`src/hdl/iirf_pkg.sv`:
```
// Shared constants, payload types, microcode types and arithmetic helpers of the IIR filter.
package iirf_pkg;

  localparam int LANES   = 4;
  localparam int FF_TAPS = 4;
  localparam int FB_TAPS = 3;

  localparam int SMP_W      = 16;
  localparam int FRAC       = 14;
  localparam int PROD_W     = 2 * SMP_W;
  localparam int ACC_W      = PROD_W + 3;
  localparam int CFG_IDX_W  = 3;
  localparam int CFG_DATA_W = 16;

  localparam int FB_DEPTH = (FB_TAPS > 0) ? FB_TAPS : 1;
  localparam bit HAS_FB   = (FB_TAPS > 0);
  localparam int TAP_N    = (FF_TAPS > FB_DEPTH) ? FF_TAPS : FB_DEPTH;
  localparam int TAP_W    = (TAP_N > 1) ? $clog2(TAP_N) : 1;
  localparam int LANE_W   = (LANES > 1) ? $clog2(LANES) : 1;
  localparam int PC_W     = 4;

  localparam logic [TAP_W-1:0]  FF_LAST   = TAP_W'(FF_TAPS - 1);
  localparam logic [TAP_W-1:0]  FB_LAST   = TAP_W'(FB_DEPTH - 1);
  localparam logic [LANE_W-1:0] LANE_LAST = LANE_W'(LANES - 1);

  localparam logic signed [ACC_W:0] SAT_MAX =
    {{(ACC_W + 1 - SMP_W){1'b0}}, 1'b0, {(SMP_W - 1){1'b1}}};
  localparam logic signed [ACC_W:0] SAT_MIN =
    {{(ACC_W + 1 - SMP_W){1'b1}}, 1'b1, {(SMP_W - 1){1'b0}}};
  localparam logic signed [ACC_W:0] RND_HALF = (ACC_W + 1)'(2 ** (FRAC - 1));

  localparam logic signed [SMP_W-1:0] COEF_ONE = SMP_W'(2 ** FRAC);

  typedef logic signed [SMP_W-1:0] smp_t;

  typedef struct packed {
    smp_t sample_lane0;
    smp_t sample_lane1;
    smp_t sample_lane2;
    smp_t sample_lane3;
  } in_item_t;

  typedef struct packed {
    smp_t filtered_lane0;
    smp_t filtered_lane1;
    smp_t filtered_lane2;
    smp_t filtered_lane3;
    logic saturated;
  } out_item_t;

  typedef enum logic [CFG_IDX_W-1:0] {
    REG_FF_COEF_0 = 3'd0,
    REG_FF_COEF_1 = 3'd1,
    REG_FF_COEF_2 = 3'd2,
    REG_FF_COEF_3 = 3'd3,
    REG_OUT_GAIN  = 3'd4,
    REG_FB_COEF_1 = 3'd5,
    REG_FB_COEF_2 = 3'd6,
    REG_FB_COEF_3 = 3'd7
  } cfg_reg_t;

  typedef enum logic [3:0] {
    OP_NOP,
    OP_TAKE,
    OP_LOAD,
    OP_MAC_FF,
    OP_MAC_FB,
    OP_RND1,
    OP_GAIN,
    OP_RND2,
    OP_PUSH
  } op_t;

  typedef enum logic [2:0] {
    C_NEVER,
    C_ALWAYS,
    C_NO_IN,
    C_FF_MORE,
    C_FB_MORE,
    C_LANE_MORE,
    C_OUT_BUSY
  } cond_t;

  localparam logic [PC_W-1:0] UC_IDLE = 4'd0;
  localparam logic [PC_W-1:0] UC_LOAD = 4'd1;
  localparam logic [PC_W-1:0] UC_FF   = 4'd2;
  localparam logic [PC_W-1:0] UC_FB   = 4'd3;
  localparam logic [PC_W-1:0] UC_RND1 = 4'd4;
  localparam logic [PC_W-1:0] UC_GAIN = 4'd5;
  localparam logic [PC_W-1:0] UC_RND2 = 4'd6;
  localparam logic [PC_W-1:0] UC_PUSH = 4'd7;
  localparam logic [PC_W-1:0] UC_END  = 4'd8;

  typedef struct packed {
    op_t              op;
    cond_t            cond;
    logic [PC_W-1:0]  target;
  } ucw_t;

  typedef struct packed {
    op_t               op;
    logic              fire;
    logic [LANE_W-1:0] lane;
    logic [TAP_W-1:0]  tap;
  } ctl_t;

  typedef struct packed {
    logic out_busy;
  } sts_t;

  typedef struct packed {
    logic clip;
    smp_t val;
  } rs_t;

  function automatic rs_t round_sat(input logic signed [ACC_W-1:0] acc);
    logic signed [ACC_W:0] v;
    logic signed [ACC_W:0] q;
    rs_t r;
    v = (ACC_W + 1)'(acc) + RND_HALF;
    q = v >>> FRAC;
    if (q > SAT_MAX) begin
      r.clip = 1'b1;
      r.val  = SAT_MAX[SMP_W-1:0];
    end else if (q < SAT_MIN) begin
      r.clip = 1'b1;
      r.val  = SAT_MIN[SMP_W-1:0];
    end else begin
      r.clip = 1'b0;
      r.val  = q[SMP_W-1:0];
    end
    return r;
  endfunction

endpackage

```
`src/hdl/iirf_ucode_rom.sv`:
```
// Read-only microcode store: one control word per program step.
module iirf_ucode_rom (
  input  logic [iirf_pkg::PC_W-1:0] pc,
  output iirf_pkg::ucw_t            word
);

  always_comb begin
    unique case (pc)
      iirf_pkg::UC_IDLE: word = '{iirf_pkg::OP_TAKE,   iirf_pkg::C_NO_IN,     iirf_pkg::UC_IDLE};
      iirf_pkg::UC_LOAD: word = '{iirf_pkg::OP_LOAD,   iirf_pkg::C_NEVER,     iirf_pkg::UC_IDLE};
      iirf_pkg::UC_FF:   word = '{iirf_pkg::OP_MAC_FF, iirf_pkg::C_FF_MORE,   iirf_pkg::UC_FF};
      iirf_pkg::UC_FB:   word = '{iirf_pkg::OP_MAC_FB, iirf_pkg::C_FB_MORE,   iirf_pkg::UC_FB};
      iirf_pkg::UC_RND1: word = '{iirf_pkg::OP_RND1,   iirf_pkg::C_NEVER,     iirf_pkg::UC_IDLE};
      iirf_pkg::UC_GAIN: word = '{iirf_pkg::OP_GAIN,   iirf_pkg::C_NEVER,     iirf_pkg::UC_IDLE};
      iirf_pkg::UC_RND2: word = '{iirf_pkg::OP_RND2,   iirf_pkg::C_LANE_MORE, iirf_pkg::UC_LOAD};
      iirf_pkg::UC_PUSH: word = '{iirf_pkg::OP_PUSH,   iirf_pkg::C_OUT_BUSY,  iirf_pkg::UC_PUSH};
      iirf_pkg::UC_END:  word = '{iirf_pkg::OP_NOP,    iirf_pkg::C_ALWAYS,    iirf_pkg::UC_IDLE};
      default:           word = '{iirf_pkg::OP_NOP,    iirf_pkg::C_ALWAYS,    iirf_pkg::UC_IDLE};
    endcase
  end

endmodule

```
`src/hdl/iirf_seq.sv`:
```
// Microcode sequencer: program counter, lane and tap counters, jump conditions.
module iirf_seq (
  input  logic           clk,
  input  logic           rst_n,
  input  logic           in_valid,
  input  iirf_pkg::sts_t sts,
  output iirf_pkg::ctl_t ctl
);

  logic [iirf_pkg::PC_W-1:0]   pc_r, pc_nxt;
  logic [iirf_pkg::LANE_W-1:0] lane_r, lane_nxt;
  logic [iirf_pkg::TAP_W-1:0]  tap_r, tap_nxt;
  iirf_pkg::ucw_t              word;
  logic                        jump;

  iirf_ucode_rom u_rom (
    .pc   (pc_r),
    .word (word)
  );

  always_comb begin
    unique case (word.cond)
      iirf_pkg::C_NEVER:     jump = 1'b0;
      iirf_pkg::C_ALWAYS:    jump = 1'b1;
      iirf_pkg::C_NO_IN:     jump = !in_valid;
      iirf_pkg::C_FF_MORE:   jump = (tap_r != iirf_pkg::FF_LAST);
      iirf_pkg::C_FB_MORE:   jump = (tap_r != iirf_pkg::FB_LAST);
      iirf_pkg::C_LANE_MORE: jump = (lane_r != iirf_pkg::LANE_LAST);
      iirf_pkg::C_OUT_BUSY:  jump = sts.out_busy;
      default:               jump = 1'b0;
    endcase
  end

  always_comb begin
    pc_nxt   = jump ? word.target : pc_r + iirf_pkg::PC_W'(1);
    lane_nxt = lane_r;
    tap_nxt  = tap_r;
    unique case (word.op)
      iirf_pkg::OP_TAKE: begin
        lane_nxt = '0;
        tap_nxt  = '0;
      end
      iirf_pkg::OP_MAC_FF, iirf_pkg::OP_MAC_FB: begin
        tap_nxt = jump ? tap_r + iirf_pkg::TAP_W'(1) : '0;
      end
      iirf_pkg::OP_RND2: begin
        lane_nxt = jump ? lane_r + iirf_pkg::LANE_W'(1) : '0;
      end
      default: begin
      end
    endcase
  end

  always_ff @(posedge clk) begin
    if (!rst_n) begin
      pc_r   <= iirf_pkg::UC_IDLE;
      lane_r <= '0;
      tap_r  <= '0;
    end else begin
      pc_r   <= pc_nxt;
      lane_r <= lane_nxt;
      tap_r  <= tap_nxt;
    end
  end

  always_comb begin
    ctl.op   = word.op;
    ctl.lane = lane_r;
    ctl.tap  = tap_r;
    unique case (word.op)
      iirf_pkg::OP_TAKE: ctl.fire = in_valid;
      iirf_pkg::OP_PUSH: ctl.fire = !sts.out_busy;
      default:           ctl.fire = 1'b1;
    endcase
  end

`ifndef SYNTHESIS
  a_pc_range: assert property (@(posedge clk) disable iff (!rst_n)
    pc_r <= iirf_pkg::UC_END)
    else $error("program counter left the microcode program");

  a_take_load: assert property (@(posedge clk) disable iff (!rst_n)
    (pc_r == iirf_pkg::UC_IDLE && in_valid) |=> pc_r == iirf_pkg::UC_LOAD)
    else $error("accepted transaction did not start the lane loop");

  a_ff_tap: assert property (@(posedge clk) disable iff (!rst_n)
    pc_r == iirf_pkg::UC_FF |-> {1'b0, tap_r} < (iirf_pkg::TAP_W + 1)'(iirf_pkg::FF_TAPS))
    else $error("feedforward tap counter out of range");

  a_lane_done: assert property (@(posedge clk) disable iff (!rst_n)
    (pc_r == iirf_pkg::UC_RND2 && lane_r == iirf_pkg::LANE_LAST)
      |=> (pc_r == iirf_pkg::UC_PUSH && lane_r == '0))
    else $error("lane loop did not end after the last lane");
`endif

endmodule

```
`src/hdl/iirf_dp.sv`:
```
// Datapath: coefficient registers, lane histories, multiply-accumulate, rounding and result register.
module iirf_dp (
  input  logic                              clk,
  input  logic                              rst_n,
  input  iirf_pkg::ctl_t                    ctl,
  input  iirf_pkg::in_item_t                in_data,
  input  logic                              cfg_we,
  input  logic [iirf_pkg::CFG_IDX_W-1:0]    cfg_index,
  input  logic [iirf_pkg::CFG_DATA_W-1:0]   cfg_wdata,
  input  logic                              out_stall,
  output logic                              out_valid,
  output iirf_pkg::out_item_t               out_data,
  output iirf_pkg::sts_t                    sts
);

  iirf_pkg::smp_t ff_coef_r [iirf_pkg::FF_TAPS];
  iirf_pkg::smp_t fb_coef_r [3];
  iirf_pkg::smp_t gain_r;
  iirf_pkg::smp_t ff_reg_r  [4];

  iirf_pkg::smp_t smp_r  [iirf_pkg::LANES];
  iirf_pkg::smp_t x_hist_r [iirf_pkg::LANES][iirf_pkg::FF_TAPS];
  iirf_pkg::smp_t y_hist_r [iirf_pkg::LANES][iirf_pkg::FB_DEPTH];
  iirf_pkg::smp_t y_r    [iirf_pkg::LANES];
  iirf_pkg::smp_t s_r;
  logic           clip_r;

  logic signed [iirf_pkg::ACC_W-1:0]  acc_r, acc_nxt;
  logic signed [iirf_pkg::PROD_W-1:0] prod;
  iirf_pkg::smp_t                     mul_a, mul_b;
  iirf_pkg::rs_t                      rs;

  logic                out_valid_r;
  iirf_pkg::out_item_t out_data_r;

  always_ff @(posedge clk) begin
    if (!rst_n) begin
      ff_reg_r[0] <= iirf_pkg::COEF_ONE;
      ff_reg_r[1] <= '0;
      ff_reg_r[2] <= '0;
      ff_reg_r[3] <= '0;
      gain_r      <= iirf_pkg::COEF_ONE;
      fb_coef_r[0] <= '0;
      fb_coef_r[1] <= '0;
      fb_coef_r[2] <= '0;
    end else if (cfg_we) begin
      unique case (iirf_pkg::cfg_reg_t'(cfg_index))
        iirf_pkg::REG_FF_COEF_0: ff_reg_r[0]  <= cfg_wdata;
        iirf_pkg::REG_FF_COEF_1: ff_reg_r[1]  <= cfg_wdata;
        iirf_pkg::REG_FF_COEF_2: ff_reg_r[2]  <= cfg_wdata;
        iirf_pkg::REG_FF_COEF_3: ff_reg_r[3]  <= cfg_wdata;
        iirf_pkg::REG_OUT_GAIN:  gain_r       <= cfg_wdata;
        iirf_pkg::REG_FB_COEF_1: fb_coef_r[0] <= cfg_wdata;
        iirf_pkg::REG_FB_COEF_2: fb_coef_r[1] <= cfg_wdata;
        iirf_pkg::REG_FB_COEF_3: fb_coef_r[2] <= cfg_wdata;
        default: begin
        end
      endcase
    end
  end

  always_comb begin
    for (int k = 0; k < iirf_pkg::FF_TAPS; k++) begin
      ff_coef_r[k] = ff_reg_r[k];
    end
  end

  always_comb begin
    unique case (ctl.op)
      iirf_pkg::OP_MAC_FF: begin
        mul_a = ff_coef_r[ctl.tap];
        mul_b = x_hist_r[ctl.lane][ctl.tap];
      end
      iirf_pkg::OP_MAC_FB: begin
        mul_a = fb_coef_r[ctl.tap];
        mul_b = y_hist_r[ctl.lane][ctl.tap];
      end
      default: begin
        mul_a = gain_r;
        mul_b = s_r;
      end
    endcase
  end

  assign prod = mul_a * mul_b;
  assign rs   = iirf_pkg::round_sat(acc_r);

  always_comb begin
    unique case (ctl.op)
      iirf_pkg::OP_LOAD:   acc_nxt = '0;
      iirf_pkg::OP_MAC_FF: acc_nxt = acc_r + iirf_pkg::ACC_W'(prod);
      iirf_pkg::OP_MAC_FB: acc_nxt = iirf_pkg::HAS_FB ? acc_r - iirf_pkg::ACC_W'(prod) : acc_r;
      iirf_pkg::OP_GAIN:   acc_nxt = iirf_pkg::ACC_W'(prod);
      default:             acc_nxt = acc_r;
    endcase
  end

  always_ff @(posedge clk) begin
    acc_r <= acc_nxt;
    if (ctl.op == iirf_pkg::OP_TAKE && ctl.fire) begin
      smp_r[0] <= in_data.sample_lane0;
      smp_r[1] <= in_data.sample_lane1;
      smp_r[2] <= in_data.sample_lane2;
      smp_r[3] <= in_data.sample_lane3;
    end
    if (ctl.op == iirf_pkg::OP_RND1) begin
      s_r <= rs.val;
    end
    if (ctl.op == iirf_pkg::OP_RND2) begin
      y_r[ctl.lane] <= rs.val;
    end
  end

  always_ff @(posedge clk) begin
    if (!rst_n) begin
      clip_r <= 1'b0;
      for (int l = 0; l < iirf_pkg::LANES; l++) begin
        for (int k = 0; k < iirf_pkg::FF_TAPS; k++) begin
          x_hist_r[l][k] <= '0;
        end
        for (int k = 0; k < iirf_pkg::FB_DEPTH; k++) begin
          y_hist_r[l][k] <= '0;
        end
      end
    end else begin
      unique case (ctl.op)
        iirf_pkg::OP_TAKE: clip_r <= 1'b0;
        iirf_pkg::OP_LOAD: begin
          for (int k = iirf_pkg::FF_TAPS - 1; k > 0; k--) begin
            x_hist_r[ctl.lane][k] <= x_hist_r[ctl.lane][k-1];
          end
          x_hist_r[ctl.lane][0] <= smp_r[ctl.lane];
        end
        iirf_pkg::OP_RND1: clip_r <= clip_r | rs.clip;
        iirf_pkg::OP_RND2: begin
          clip_r <= clip_r | rs.clip;
          for (int k = iirf_pkg::FB_DEPTH - 1; k > 0; k--) begin
            y_hist_r[ctl.lane][k] <= y_hist_r[ctl.lane][k-1];
          end
          y_hist_r[ctl.lane][0] <= rs.val;
        end
        default: begin
        end
      endcase
    end
  end

  always_ff @(posedge clk) begin
    if (!rst_n) begin
      out_valid_r <= 1'b0;
    end else if (ctl.op == iirf_pkg::OP_PUSH && ctl.fire) begin
      out_valid_r <= 1'b1;
    end else if (!out_stall) begin
      out_valid_r <= 1'b0;
    end
  end

  always_ff @(posedge clk) begin
    if (ctl.op == iirf_pkg::OP_PUSH && ctl.fire) begin
      out_data_r.filtered_lane0 <= y_r[0];
      out_data_r.filtered_lane1 <= y_r[1];
      out_data_r.filtered_lane2 <= y_r[2];
      out_data_r.filtered_lane3 <= y_r[3];
      out_data_r.saturated      <= clip_r;
    end
  end

  assign sts.out_busy = out_valid_r && out_stall;
  assign out_valid    = out_valid_r;
  assign out_data     = out_data_r;

`ifndef SYNTHESIS
  a_push_valid: assert property (@(posedge clk) disable iff (!rst_n)
    (ctl.op == iirf_pkg::OP_PUSH && ctl.fire) |=> out_valid_r)
    else $error("pushed result did not appear on the output");

  a_push_free: assert property (@(posedge clk) disable iff (!rst_n)
    (ctl.op == iirf_pkg::OP_PUSH && ctl.fire) |-> !(out_valid_r && out_stall))
    else $error("result register overwritten while still held");

  a_take_clip: assert property (@(posedge clk) disable iff (!rst_n)
    (ctl.op == iirf_pkg::OP_TAKE && ctl.fire) |=> !clip_r)
    else $error("clipping flag not cleared at the start of a transaction");
`endif

endmodule

```
`src/hdl/multichannel_iir_filter.sv`:
```
// Top level of the multichannel direct-form-I IIR filter with microcoded control.
//
//   channel  direction  handshake              payload
//   in_      input      in_valid / in_stall    in_data   (iirf_pkg::in_item_t)
//   out_     output     out_valid / out_stall  out_data  (iirf_pkg::out_item_t)
//   cfg_     input      cfg_we                 cfg_index, cfg_wdata
//
// A transaction runs from acceptance to the next acceptance with the single shared
// multiplier stepping through every tap of every lane; no new input is taken before
// the last result is pushed. The result register is loaded in the last steps;
// while it is still held by out_stall the program waits there.
// Reset is synchronous: it clears the histories and restores the default coefficients.
module multichannel_iir_filter (
  input  logic                              clk,
  input  logic                              rst_n,
  input  logic                              in_valid,
  output logic                              in_stall,
  input  iirf_pkg::in_item_t                in_data,
  output logic                              out_valid,
  input  logic                              out_stall,
  output iirf_pkg::out_item_t               out_data,
  input  logic                              cfg_we,
  input  logic [iirf_pkg::CFG_IDX_W-1:0]    cfg_index,
  input  logic [iirf_pkg::CFG_DATA_W-1:0]   cfg_wdata
);

  iirf_pkg::ctl_t ctl;
  iirf_pkg::sts_t sts;

  iirf_seq u_seq (
    .clk      (clk),
    .rst_n    (rst_n),
    .in_valid (in_valid),
    .sts      (sts),
    .ctl      (ctl)
  );

  iirf_dp u_dp (
    .clk       (clk),
    .rst_n     (rst_n),
    .ctl       (ctl),
    .in_data   (in_data),
    .cfg_we    (cfg_we),
    .cfg_index (cfg_index),
    .cfg_wdata (cfg_wdata),
    .out_stall (out_stall),
    .out_valid (out_valid),
    .out_data  (out_data),
    .sts       (sts)
  );

  assign in_stall = !rst_n || (ctl.op != iirf_pkg::OP_TAKE);

endmodule

```
`config.mk`:
```
export PLATFORM = sky130hd
export DESIGN_NAME = multichannel_iir_filter
export DESIGN_NICKNAME = d
export VERILOG_FILES = /design/src/hdl/iirf_pkg.sv /design/src/hdl/iirf_ucode_rom.sv /design/src/hdl/iirf_seq.sv /design/src/hdl/iirf_dp.sv /design/src/hdl/multichannel_iir_filter.sv
export SDC_FILE = /design/constraint.sdc
export NUM_CORES = 2
export LEC_CHECK = 0
export BUFFER_PORTS_ARGS = -buffer_cell sky130_fd_sc_hd__buf_2
export CAP_MARGIN = 20
export CELL_PAD_IN_SITES_DETAIL_PLACEMENT = 1
export CELL_PAD_IN_SITES_GLOBAL_PLACEMENT = 2
export CORE_MARGIN = 3
export CORE_UTILIZATION = 45
export DETAILED_ROUTE_END_ITERATION = 12
export GPL_ROUTABILITY_DRIVEN = 1
export PLACE_DENSITY_LB_ADDON = 0.1
export SYNTH_ARGS = -nofsm -noshare
export SYNTH_HDL_FRONTEND = slang
export SYNTH_SLANG_ARGS = --single-unit
```
`constraint.sdc`:
```
create_clock -name clk -period 14 [get_ports clk]
set_clock_uncertainty 0.1 [all_clocks]
set_input_delay 2.8 -clock clk [delete_from_list [all_inputs] [get_ports clk]]
set_output_delay 2.8 -clock clk [all_outputs]
set_load 0.02 [all_outputs]
```
==> metrics.cfg <==
[sta]
rsz0062_at_grt = no
final.min_clock_period_ns = 12.53
worst_pin_slew_ns = 1.11
period_share = 0.895
clock.fmax_mhz = 79.8
finalSetupViolations = 0
slew_headroom = 0.258
worst_slack_ns = 1.47
hold_viol = 0
fin_setup_tns_ns = 0
slew_viol_final = 0

[floorplan]
rows = 118
initial_utilization = 0.458
core_mm2 = 0.104
die-area_mm2 = 0.110
die_w_um = 332
die_y_um = 332
io-pin-count = 155

[clocking]
cts-root-buf = clkbuf_16
clock_sinks = 842
clock_latency_ns = 0.70
cts.htree.levels = 3
cts.path.max_buffers = 3
cts_tree = built
cts-resized-gates = 0
path_clk_slew_ns = 0.06
postCtsHoldBufs = 0
post_cts_buffers = 0
cts-buffers-inserted = 92

[final_layout]
register_area_mm2 = 0.0249
fin_nets = 4343
drive_gt1_frac = 0.157
multi_input_area_mm2 = 0.0211
syn_to_final_growth_pct = 12.2
fillers = 10500

[logic_synthesis]
ys.flop_type = edfxtp_1
ys_warn_count = 0
synthCells = 3736
syn-num-nets = 4214
synth_seq_cells = 842
synthTopCellsByCount = 804 x edfxtp_1, 322 x inv_1, 294 x nand2_1
synth.most_common_cell = edfxtp_1
synth_area_mm2 = 0.0478
synth_top_area_frac = 0.506
synth-edff-count = 804
yosys.area.top_type = edfxtp_1
synthArstFlopShare = 0
avgSynthCellArea_um2 = 12.8
synth_cell_types = 90
synthTopCellsByArea = edfxtp_1 51%, fa_1 11%, mux4_2 6.8%, and3_1 3.7%, ha_1 3.3%
ys_seq_area_frac = 0.521

[worst_setup_path]
critical_path_class = reg -> reg
worstRegToRegCells = 40
cp_common_cell = fa_1
cp.arrival_ns = 12.81
cp_slowest_cell = dfxtp_4
rrSetupSlack_ns = 1.47
cp.required_ns = 14.27
critPathMaxStageDelay_ns = 0.81
crit_path_max_fanout = 32
reg2reg_to = u_dp.acc_r[34]
critPathBufInv = 4
cp-start-kind = flip-flop
end_kind = flip-flop
cp_top_family = adder cells

[placement]
dp_hpwl_mm = 94.3
io_buffer_count = 154
place.gp.congestion = 0.866
dpl_worst_slack_ns = 1.44

[grt]
antenna_found_initial = 6
grt-ovfl-total = 0
grt_max_degree = 173
groute.usage.overall = 0.240
first_global_vias = 32700
grt_pass1_wl_mm = 203

[status]
status = finished, final reports clean

[run]
drv_cap = 0

[hold_path]
min_from = u_dp.y_r[2][11]
min_to = out_data[28]
min_path_type = reg -> reg
hold_depth = 0

[route]
drtAntennaViolNets = 0
wl_mm = 133
first_iter_violations = 2412
drc = 0
vias_per_cell = 5.69
dr_total_vias = 30300
drt_first_pass_iters = 5
wl_per_cell_um = 25.1

==> state kept, by name, summed over array words and instances (netlist names), named ones only <==
signal	cells
out_data	64
u_dp.acc_r	35
u_dp.clip_r	1
u_dp.fb_coef_r	48
u_dp.ff_reg_r	64
u_dp.gain_r	16
u_dp.out_data	1
u_dp.out_valid	1
u_dp.s_r	16
u_dp.smp_r	64
u_dp.x_hist_r	256
u_dp.y_hist_r	192
u_dp.y_r	64
u_seq.lane_r	2
u_seq.pc_r	4
u_seq.tap_r	2
u_seq.u_rom.word	8
==> how the worst max path moves through the flow <==
stage / end / cells after the start
2_1_floorplan: u_dp.acc_r[34] / 40
5_1_grt: u_dp.acc_r[34] / 40
3_3_place_gp: u_dp.acc_r[34] / 39
4_1_cts: u_dp.acc_r[34] / 40
6_report: u_dp.acc_r[34] / 40
3_5_place_dp: u_dp.acc_r[34] / 40
==> layer usage <==
| metal | global-route usage | wire [um] | vias up |
|---|---|---|---|
| li1 | - | - | 13600 |
| met1 | 0.341 | 60600 | 15800 |
| met2 | 0.384 | 61900 | 799 |
| met3 | 0.0434 | 7760 | 154 |
| met4 | 0.0605 | 3190 | 4 |
| met5 | 0 | 21 | - |
==> per-stage QoR <==
stage / utilization / cells / instance area [um2] / hold WS [ns]
floorplan: - / 3736 / 47800 / 0.300
global placement: 0.482 / 5143 / 50300 / 0.307
detailed placement: 0.482 / 5143 / 50300 / 0.306
CTS: 0.512 / 5316 / 53500 / 0.321
global route: 0.513 / 5326 / 53600 / 0.319
finish: 0.513 / 5326 / 53600 / 0.319
==> logic make-up after synthesis <==
group | synth area share
flops | 0.521
simple gates | 0.139
compound gates | 0.0547
xor+xnor | 0.0201
buf+inv | 0.0417
mux | 0.0795
fa+ha+maj | 0.144
==> layout make-up <==
type | instances | area share
clock buffers | 113 | 0.0463
repair buffers | 239 | 0.0279
well taps | 1380 | 0.0322
diodes | 2 | 0.0000934
multi-input cells | 2367 | 0.393
clock inverters | 60 | 0.0125
flip-flops and latches | 842 | 0.465
inverters | 323 | 0.0226
==> cells in the final DEF (no fill, tap or decap), drive strengths merged, types with 11 or more instances in the layout <==
master and n:
a211oi 13, fa 263, and3 286, a22oi 18, inv 326, mux2i 54
a21boi 31, a21oi 75, o21ai 88, xor2 46, o22ai 21, xnor2 63
mux4 144, nor2 265, nand2 294, nor3 18, ha 127, buf 238
nand3 59, dfxtp 38, nand2b 34, edfxtp 804, clkbuf 114, o21a 12
clkinv 43, or2 26, o31ai 11, a221oi 14, a21o 21, nor2b 30
and2 226
Power is not shown: default switching activity piles up to over one toggle a cycle in this logic, so the estimate is an artifact.
